[config.mk]
export PLATFORM = sky130hd
export DESIGN_NAME = move_to_front_list_unit
export DESIGN_NICKNAME = d
export VERILOG_FILES = /design/src/rtl/mtf_pkg.sv /design/src/rtl/mtf_ctrl.sv /design/src/rtl/mtf_datapath.sv /design/src/rtl/move_to_front_list_unit.sv
export SDC_FILE = /design/constraint.sdc
export NUM_CORES = 1
export LEC_CHECK = 0
export BUFFER_PORTS_ARGS = -buffer_cell sky130_fd_sc_hd__buf_2
export CAP_MARGIN = 20
export CORE_ASPECT_RATIO = 1.1
export CORE_UTILIZATION = 65
export DETAILED_ROUTE_END_ITERATION = 16
export GPL_TIMING_DRIVEN = 0
export PLACE_DENSITY = 0.83
export SLEW_MARGIN = 20
export SYNTH_ARGS = -nofsm -noshare
export SYNTH_HDL_FRONTEND = slang
export SYNTH_HIERARCHICAL = 1
export SYNTH_SLANG_ARGS = --single-unit
export TNS_END_PERCENT = 10
[constraint.sdc]
create_clock -name clock -period 6.15 [get_ports clock]
set_clock_uncertainty 0.2 [all_clocks]
set_input_delay 1.23 -clock clock [delete_from_list [all_inputs] [get_ports clock]]
set_output_delay 1.23 -clock clock [all_outputs]
set_load 0.005 [all_outputs]
[src/rtl/mtf_pkg.sv]
// Shared types and constants for the move-to-front list unit.
package mtf_pkg;

   // Fixed widths of the request and response fields
   localparam int unsigned KEY_W = 8;
   localparam int unsigned POS_W = 4;
   localparam int unsigned CNT_W = 5;

   // Request action codes
   localparam logic ACT_INSERT = 1'b0;
   localparam logic ACT_READ   = 1'b1;

   typedef enum logic [1:0] {
      ST_IDLE,
      ST_SEARCH,
      ST_APPLY
   } mtf_state_type;

   // Commands from the controller to the datapath
   typedef struct packed {
      logic latch_req;    // capture the incoming request
      logic latch_match;  // register the compare vector of all cells
      logic apply;        // reorder / append and load the response register
   } mtf_cmd_type;

endpackage

[src/rtl/mtf_ctrl.sv]
// Controller: sequences search and update of each request and owns the handshakes.
module mtf_ctrl (
   input  logic                 clock,
   input  logic                 reset,
   input  logic                 req_valid,
   output logic                 req_stall,
   output logic                 rsp_valid,
   input  logic                 rsp_stall,
   output mtf_pkg::mtf_cmd_type cmd
);
   import mtf_pkg::*;

   mtf_state_type state_ff, state_in;
   logic          rsp_valid_ff, rsp_valid_in;
   logic          out_free;

   // The response register can take a new result if empty or being drained
   assign out_free  = !rsp_valid_ff || !rsp_stall;
   assign rsp_valid = rsp_valid_ff;

   always_ff @(posedge clock) begin
      if (reset) begin
         state_ff     <= ST_IDLE;
         rsp_valid_ff <= 1'b0;
      end else begin
         state_ff     <= state_in;
         rsp_valid_ff <= rsp_valid_in;
      end
   end

   always_comb begin
      state_in        = state_ff;
      cmd             = '0;
      req_stall       = 1'b1;
      rsp_valid_in    = rsp_valid_ff && rsp_stall;
      unique case (state_ff)
         ST_IDLE: begin
            req_stall = 1'b0;
            if (req_valid) begin
               cmd.latch_req = 1'b1;
               state_in      = ST_SEARCH;
            end
         end
         ST_SEARCH: begin
            cmd.latch_match = 1'b1;
            state_in        = ST_APPLY;
         end
         ST_APPLY: begin
            if (out_free) begin
               cmd.apply    = 1'b1;
               rsp_valid_in = 1'b1;
               req_stall    = 1'b0;
               if (req_valid) begin
                  cmd.latch_req = 1'b1;
                  state_in      = ST_SEARCH;
               end else begin
                  state_in = ST_IDLE;
               end
            end
         end
         default: begin
            state_in = ST_IDLE;
         end
      endcase
   end

   a_apply_loads_rsp: assert property (@(posedge clock) disable iff (reset)
      cmd.apply |=> rsp_valid_ff)
      else $error("response register not loaded after update");

   a_no_overwrite: assert property (@(posedge clock) disable iff (reset)
      (rsp_valid_ff && rsp_stall) |-> !cmd.apply)
      else $error("waiting response overwritten");

   a_search_then_apply: assert property (@(posedge clock) disable iff (reset)
      (state_ff == ST_SEARCH) |=> (state_ff == ST_APPLY))
      else $error("search not followed by update");

   a_accept_state: assert property (@(posedge clock) disable iff (reset)
      (req_valid && !req_stall) |-> (state_ff == ST_IDLE || state_ff == ST_APPLY))
      else $error("request accepted mid-operation");

endmodule

[src/rtl/mtf_datapath.sv]
// Datapath: row of compare-and-shift key cells, fill count and response register.
module mtf_datapath #(
   parameter int unsigned DEPTH    = 16,
   parameter int unsigned KEY_BITS = 8
) (
   input  logic                         clock,
   input  logic                         reset,
   input  mtf_pkg::mtf_cmd_type         cmd,
   input  logic                         req_action,
   input  logic [mtf_pkg::KEY_W-1:0]    req_key,
   input  logic [mtf_pkg::POS_W-1:0]    req_read_pos,
   output logic                         rsp_was_present,
   output logic [mtf_pkg::POS_W-1:0]    rsp_old_pos,
   output logic                         rsp_dropped,
   output logic [mtf_pkg::CNT_W-1:0]    rsp_entry_count,
   output logic [mtf_pkg::KEY_W-1:0]    rsp_read_key,
   output logic                         rsp_read_valid
);
   import mtf_pkg::*;

   localparam int unsigned PW = $clog2(DEPTH);
   localparam int unsigned CW = $clog2(DEPTH + 1);

   // Latched request
   logic                action_ff;
   logic [KEY_BITS-1:0] key_ff;
   logic [POS_W-1:0]    pos_ff;

   logic [KEY_BITS-1:0] cells_ff [DEPTH];
   logic [DEPTH-1:0]    match_ff, match_in;
   logic [DEPTH-1:0]    take_prev;   // cell takes its front neighbour's key
   logic [CW-1:0]       fill_ff, fill_in;

   logic [KEY_BITS+KEY_W-1:0] key_ext;
   logic                      found, full, do_move, do_append;
   logic [PW-1:0]             found_pos;
   logic [PW+POS_W-1:0]       found_pos_ext;
   logic [CW+POS_W-1:0]       fill_pos_ext;
   logic [CW+POS_W-1:0]       rpos_ext, fill_cmp_ext;
   logic                      rd_hit;
   logic [KEY_BITS-1:0]       rd_cell;
   logic [KEY_BITS+KEY_W-1:0] rd_key_ext;
   logic [CW+CNT_W-1:0]       cnt_ext;

   logic             was_present_ff, was_present_in;
   logic [POS_W-1:0] old_pos_ff, old_pos_in;
   logic             dropped_ff, dropped_in;
   logic [CNT_W-1:0] entry_count_ff, entry_count_in;
   logic [KEY_W-1:0] read_key_ff, read_key_in;
   logic             read_valid_ff, read_valid_in;

   // Keys are held at KEY_BITS; wider settings zero-fill
   assign key_ext = {{KEY_BITS{1'b0}}, req_key};

   always_ff @(posedge clock) begin
      if (cmd.latch_req) begin
         action_ff <= req_action;
         key_ff    <= key_ext[KEY_BITS-1:0];
         pos_ff    <= req_read_pos;
      end
      if (cmd.latch_match) begin
         match_ff <= match_in;
      end
   end

   // Compare every live cell against the request key at once
   for (genvar j = 0; j < DEPTH; j++) begin : g_cmp
      assign match_in[j] = (cells_ff[j] == key_ff) && (CW'(j) < fill_ff);
      if (j == 0) begin : g_front
         assign take_prev[j] = 1'b0;
      end else begin : g_rest
         assign take_prev[j] = |match_ff[DEPTH-1:j];
      end
   end

   // Keys are distinct, so at most one match: OR the positions together
   always_comb begin
      found_pos = '0;
      for (int unsigned j = 0; j < DEPTH; j++) begin
         if (match_ff[j]) begin
            found_pos = found_pos | PW'(j);
         end
      end
   end

   assign found     = |match_ff;
   assign full      = (fill_ff == CW'(DEPTH));
   assign do_move   = cmd.apply && (action_ff == ACT_INSERT) && found;
   assign do_append = cmd.apply && (action_ff == ACT_INSERT) && !found && !full;

   for (genvar j = 0; j < DEPTH; j++) begin : g_cell
      if (j == 0) begin : g_front
         always_ff @(posedge clock) begin
            if (do_move || (do_append && fill_ff == CW'(j))) begin
               cells_ff[j] <= key_ff;
            end
         end
      end else begin : g_rest
         always_ff @(posedge clock) begin
            if (do_move && take_prev[j]) begin
               cells_ff[j] <= cells_ff[j-1];
            end else if (do_append && fill_ff == CW'(j)) begin
               cells_ff[j] <= key_ff;
            end
         end
      end
   end

   assign fill_in = do_append ? fill_ff + CW'(1) : fill_ff;

   always_ff @(posedge clock) begin
      if (reset) begin
         fill_ff <= '0;
      end else begin
         fill_ff <= fill_in;
      end
   end

   // Position and count fields keep their low bits for deep lists
   assign found_pos_ext = {{POS_W{1'b0}}, found_pos};
   assign fill_pos_ext  = {{POS_W{1'b0}}, fill_ff};
   assign rpos_ext      = {{CW{1'b0}}, pos_ff};
   assign fill_cmp_ext  = {{POS_W{1'b0}}, fill_ff};
   assign rd_hit        = rpos_ext < fill_cmp_ext;
   assign rd_cell       = cells_ff[rpos_ext[PW-1:0]];
   assign rd_key_ext    = {{KEY_W{1'b0}}, rd_cell};
   assign cnt_ext       = {{CNT_W{1'b0}}, fill_in};

   always_comb begin
      was_present_in = 1'b0;
      old_pos_in     = '0;
      dropped_in     = 1'b0;
      read_key_in    = '0;
      read_valid_in  = 1'b0;
      entry_count_in = cnt_ext[CNT_W-1:0];
      if (action_ff == ACT_READ) begin
         if (rd_hit) begin
            read_valid_in = 1'b1;
            read_key_in   = rd_key_ext[KEY_W-1:0];
         end
      end else if (found) begin
         was_present_in = 1'b1;
         old_pos_in     = found_pos_ext[POS_W-1:0];
      end else if (!full) begin
         old_pos_in = fill_pos_ext[POS_W-1:0];
      end else begin
         dropped_in = 1'b1;
      end
   end

   always_ff @(posedge clock) begin
      if (cmd.apply) begin
         was_present_ff <= was_present_in;
         old_pos_ff     <= old_pos_in;
         dropped_ff     <= dropped_in;
         entry_count_ff <= entry_count_in;
         read_key_ff    <= read_key_in;
         read_valid_ff  <= read_valid_in;
      end
   end

   assign rsp_was_present = was_present_ff;
   assign rsp_old_pos     = old_pos_ff;
   assign rsp_dropped     = dropped_ff;
   assign rsp_entry_count = entry_count_ff;
   assign rsp_read_key    = read_key_ff;
   assign rsp_read_valid  = read_valid_ff;

   a_fill_bound: assert property (@(posedge clock) disable iff (reset)
      fill_ff <= CW'(DEPTH))
      else $error("fill count beyond list depth");

   a_single_match: assert property (@(posedge clock) disable iff (reset)
      cmd.apply |-> $onehot0(match_ff))
      else $error("key held in more than one cell");

   a_append_grows: assert property (@(posedge clock) disable iff (reset)
      do_append |=> (fill_ff == $past(fill_ff) + CW'(1)))
      else $error("append did not grow the list");

endmodule

[src/rtl/move_to_front_list_unit.sv]
// Top level of the move-to-front list unit: controller plus cell datapath.
// A request passes through a search step and an update step. The search compares
// the key against every cell of the list in parallel; the update shifts the cells
// ahead of a hit back by one place (or appends at the back) and loads the
// response register. The next request is taken in the update step of the one
// before it; a stalled response holds the unit in its update step until the
// response is taken. Inserts of a new key into a full list are refused and
// flagged as dropped.
module move_to_front_list_unit #(
   parameter int unsigned DEPTH    = 16,
   parameter int unsigned KEY_BITS = 8
) (
   input  logic                         clock,
   input  logic                         reset,
   input  logic                         req_valid,
   output logic                         req_stall,
   input  logic                         req_action,
   input  logic [mtf_pkg::KEY_W-1:0]    req_key,
   input  logic [mtf_pkg::POS_W-1:0]    req_read_pos,
   output logic                         rsp_valid,
   input  logic                         rsp_stall,
   output logic                         rsp_was_present,
   output logic [mtf_pkg::POS_W-1:0]    rsp_old_pos,
   output logic                         rsp_dropped,
   output logic [mtf_pkg::CNT_W-1:0]    rsp_entry_count,
   output logic [mtf_pkg::KEY_W-1:0]    rsp_read_key,
   output logic                         rsp_read_valid
);
   import mtf_pkg::*;

   mtf_cmd_type cmd;

   mtf_ctrl u_ctrl (
      .clock     (clock),
      .reset     (reset),
      .req_valid (req_valid),
      .req_stall (req_stall),
      .rsp_valid (rsp_valid),
      .rsp_stall (rsp_stall),
      .cmd       (cmd)
   );

   mtf_datapath #(
      .DEPTH    (DEPTH),
      .KEY_BITS (KEY_BITS)
   ) u_datapath (
      .clock           (clock),
      .reset           (reset),
      .cmd             (cmd),
      .req_action      (req_action),
      .req_key         (req_key),
      .req_read_pos    (req_read_pos),
      .rsp_was_present (rsp_was_present),
      .rsp_old_pos     (rsp_old_pos),
      .rsp_dropped     (rsp_dropped),
      .rsp_entry_count (rsp_entry_count),
      .rsp_read_key    (rsp_read_key),
      .rsp_read_valid  (rsp_read_valid)
   );

endmodule

==> results by group <==
Run status
  – Status: finished, final reports clean

Drt
  – Initial DRT Pass Iterations: 5
  – Final ANT Viol Nets: 0
  – Initial DRC count: between 1,000 and 1,500
  – # DRC: 0
  – DR vias/cell: 7.241
  – Drt wl/cell: between 30 and 40 um
  – DRT Wirelength: between 30 and 40 mm
  – Via Count: 7,458

STA
  – Period utilization: 0.7085
  – Hold Fails Final Rpt: 0
  – Setup TNS: 0 ps
  – Slew Limit Fails: 0
  – Unrepaired setup endpoints after global routing: no
  – Final setup viols: 0
  – Slew at the pin closest to its max-slew limit: 1076 ps
  – Worst Setup Slack, final: between 1500 and 2000 ps
  – Slew margin rel.: 0.2802
  – Tmin final: 4357 ps
  – Fmax: 229.5 MHz
  – Hold WS: 336.6 ps

Setup path
  – Delay-heaviest family, CP: simple AND/OR/NAND/NOR gates
  – Critical Path AT: 4230 ps
  – Crit-path cells: buf_2, a21oi_2, nor2b_1, clkbuf_1, nand2_1, nor4_4, a21o_1
  – Critical path endpoint category: register
  – Critical path fanouts, max: 10
  – Number of buffers and inverters on the critical path: 2
  – Critical path class: primary input to register
  – Critical path startpoint category: primary input
  – Worst Path Required: 6020 ps
  – WP depth: 7
  – CP max stage delay: roughly 850 ps
  – CP max-delay cell: nor4_4
  – Number of cells on the worst reg-to-reg path: 6

GRT
  – Total Routing Usage GR: 0.3957
  – Initial antenna violation count: 1
  – Vias in the first global route: 7,045
  – Congestion Overflow GR: 0
  – First-pass GRT wire length: 45.83 mm
  – Pin count of the biggest net entering global routing: 19

Yosys
  – Synth warn: 6
  – Post-synth top area cell: edfxtp_1
  – Number of synthesized register bits: 185
  – Distinct cells, synth: 55
  – Number of synthesized flops with an enable pin: 177
  – Top post-synthesis cells by area: edfxtp_1 (50%), mux2_2 (13%), xnor2_1 (8.2%)
  – Synth top area share: 0.5047
  – Synth async-reset ratio: 0
  – Seq/Total Area, Yosys: 0.5199
  – Synth Area per Inst: approximately 14 um2
  – Mapped cell area: 10,530 um2
  – Syn_nets: 780
  – Dominant synthesized flop cell: edfxtp_1
  – Synth Instances: 757

CTS
  – CTS sink cnt: 185
  – Worst-Skew Late Latency: around 440 ps
  – # hold bufs at CTS: 0
  – TritonCTS clock tree: built
  – H-tree levels: 4
  – Clk buf depth: 2
  – Post-CTS resize count: 0
  – Total CTS buffers: 17
  – Post-CTS Setup Inserts: 0
  – Clock slew at reported path FFs: 70 ps
  – Clock root cell: clkbuf_16

Place
  – Dpl hpwl: approximately 24 mm
  – Gpl congestion: 1.000
  – IO buf count: 38
  – Dpl ws: 1431 ps

Hold path
  – Hold crit path type: register to register
  – Hold Path Depth: 2

Power
  – Switching portion of total power: 0.2564
  – Max VDD drop: 0.1893 mV
  – Sequential share of power: 0.524
  – Leak: 3.754 nW
  – P per Cell Area: 234.9 nW/um2
  – Int Power: 2.021 mW
  – Clock Power Share: 0.390
  – Power share of the combinational group: 0.086
  – Sw Pwr: between 600 and 700 uW

Floorplan
  – Die Y: 135.5 um
  – Core Area: 15,800 um2
  – Die width: ~120 um
  – Ports: 39
  – # rows: 48
  – Initial Util: 0.6667
  – Area of the die: roughly 17,000 um2

Cells and area
  – Sequential cell area: around 5500 um2
  – Area occupied by multi-input gates: approximately 4800 um2
  – Fillcell total: roughly 1,000
  – Diodes inserted: 0
  – Commonest non-fill, non-tap cell in the layout: edfxtp_1
  – Share of cells above drive strength 1: 0.2952
  – Net count, final: 840
  – Most frequent cells in the layout: edfxtp_1 (177), mux2_2 (119), xnor2_1 (98)
  – Area delta synth->final: 9.861%

Job
  – Max-Cap Viols: 0
## power groups by stage
stage	clock [mW]	combinational, mW	sequential [mW]
2_1_floorplan	0	0.151	1.44
3_3_place_gp	0	0.222	1.45
3_5_place_dp	0	0.227	1.45
4_1_cts	1.06	0.229	1.42
5_1_grt	1.11	0.245	1.42
6_report	1.06	0.235	1.42
## path summary, 6_finish.rpt
| kind | start | end | slack, ps |
|---|---|---|---|
| setup / recovery | rsp_stall | u_datapath/cells_ff[12][5] | 1790 |
| hold / removal | u_ctrl/rsp_valid | u_ctrl/rsp_valid | 340 |
| setup reg to reg | u_datapath/pos_ff[2] | u_datapath/rsp_read_key[2] | 1940 |
| hold reg to reg | u_ctrl/rsp_valid | u_ctrl/rsp_valid | 340 |
## sequential cells by signal, summed over array words and instances (netlist names)
name,cells
u_datapath/cells_ff,128
u_datapath/match_ff,16
u_datapath/key_ff,8
u_datapath/rsp_read_key,8
u_datapath/fill_ff,5
u_datapath/rsp_entry_count,5
u_datapath/pos_ff,4
u_datapath/rsp_old_pos,4
u_ctrl/state_ff,2
u_ctrl/rsp_valid,1
u_datapath/action_ff,1
u_datapath/rsp_dropped,1
u_datapath/rsp_read_valid,1
u_datapath/rsp_was_present,1
## per-layer routing
metal  part of all wire  up-vias  GRT usage
met5                  0        -          0
met4              0.046        0     0.1834
met2               0.47      569     0.6108
met3               0.10      110    0.06818
met1               0.38     3735     0.5465
li1                   -     3044          -
## cell families (layout without fill, tap and decap cells)
logic type | count (synthesis) | after routing | share of synthesized area
compound gates | 75 | 75 | 0.05239
mux | 167 | 167 | 0.1992
flops | 185 | 185 | 0.5199
fa+ha+maj | 6 | 6 | 0.007128
simple gates | 133 | 133 | 0.08863
buf+inv | 59 | 132 | 0.02293
xor+xnor | 132 | 132 | 0.1098
## worst reg2reg max path, cell delays in order (launching register included)
cell and delay, ps:
edfxtp_1 360, clkbuf_1 600, buf_1 820, clkbuf_1 780, mux4_2 420, a22oi_1 110, a221oi_1 620
## cells in the mapped netlist (2+ instances only)
| cell | instances |
|---|---|
| edfxtp_1 | 177 |
| ha_1 | 6 |
| xor2_1 | 34 |
| nor4_1 | 18 |
| mux2_1 | 2 |
| o21bai_1 | 6 |
| a21o_1 | 7 |
| buf_2 | 7 |
| clkinv_1 | 3 |
| nand4_1 | 23 |
| nor4_4 | 6 |
| nand3_1 | 13 |
| nor3_4 | 7 |
| buf_1 | 14 |
| or3_1 | 2 |
| mux2i_1 | 24 |
| mux4_2 | 22 |
| clkbuf_1 | 25 |
| nand2_1 | 17 |
| a21oi_1 | 8 |
| nor2b_1 | 8 |
| a211oi_1 | 8 |
| a22oi_1 | 6 |
| inv_1 | 8 |
| a31oi_1 | 2 |
| and2_1 | 2 |
| nor2_1 | 13 |
| o21ai_0 | 10 |
| a31o_2 | 2 |
| dfxtp_1 | 8 |
| nor3_1 | 10 |
| nand2b_1 | 3 |
| mux2_2 | 119 |
| a221oi_1 | 18 |
| a41oi_1 | 2 |
| xnor2_1 | 98 |
## through the flow
step,total power [mW],area [um2],util,std cells
2_1_floorplan,1.590,10530,-,757
3_3_place_gp,1.671,10970,0.6946,995
3_5_place_dp,1.677,11010,0.6968,998
4_1_cts,2.712,11570,0.7325,1030
5_1_grt,2.777,11570,0.7325,1030
6_report,2.717,11570,0.7325,1030
## cell type report
type	count	area share
Sequential cell	185	0.4732
Clock buffer	18	0.03709
Buffer	48	0.01730
Tap cell	200	0.02163
Multi-Input combinational cell	513	0.4169
Timing Repair Buffer	41	0.01871
Clock inverter	14	0.01157
Inverter	11	0.003569
Note: power is estimated with default switching activity, not from simulation.
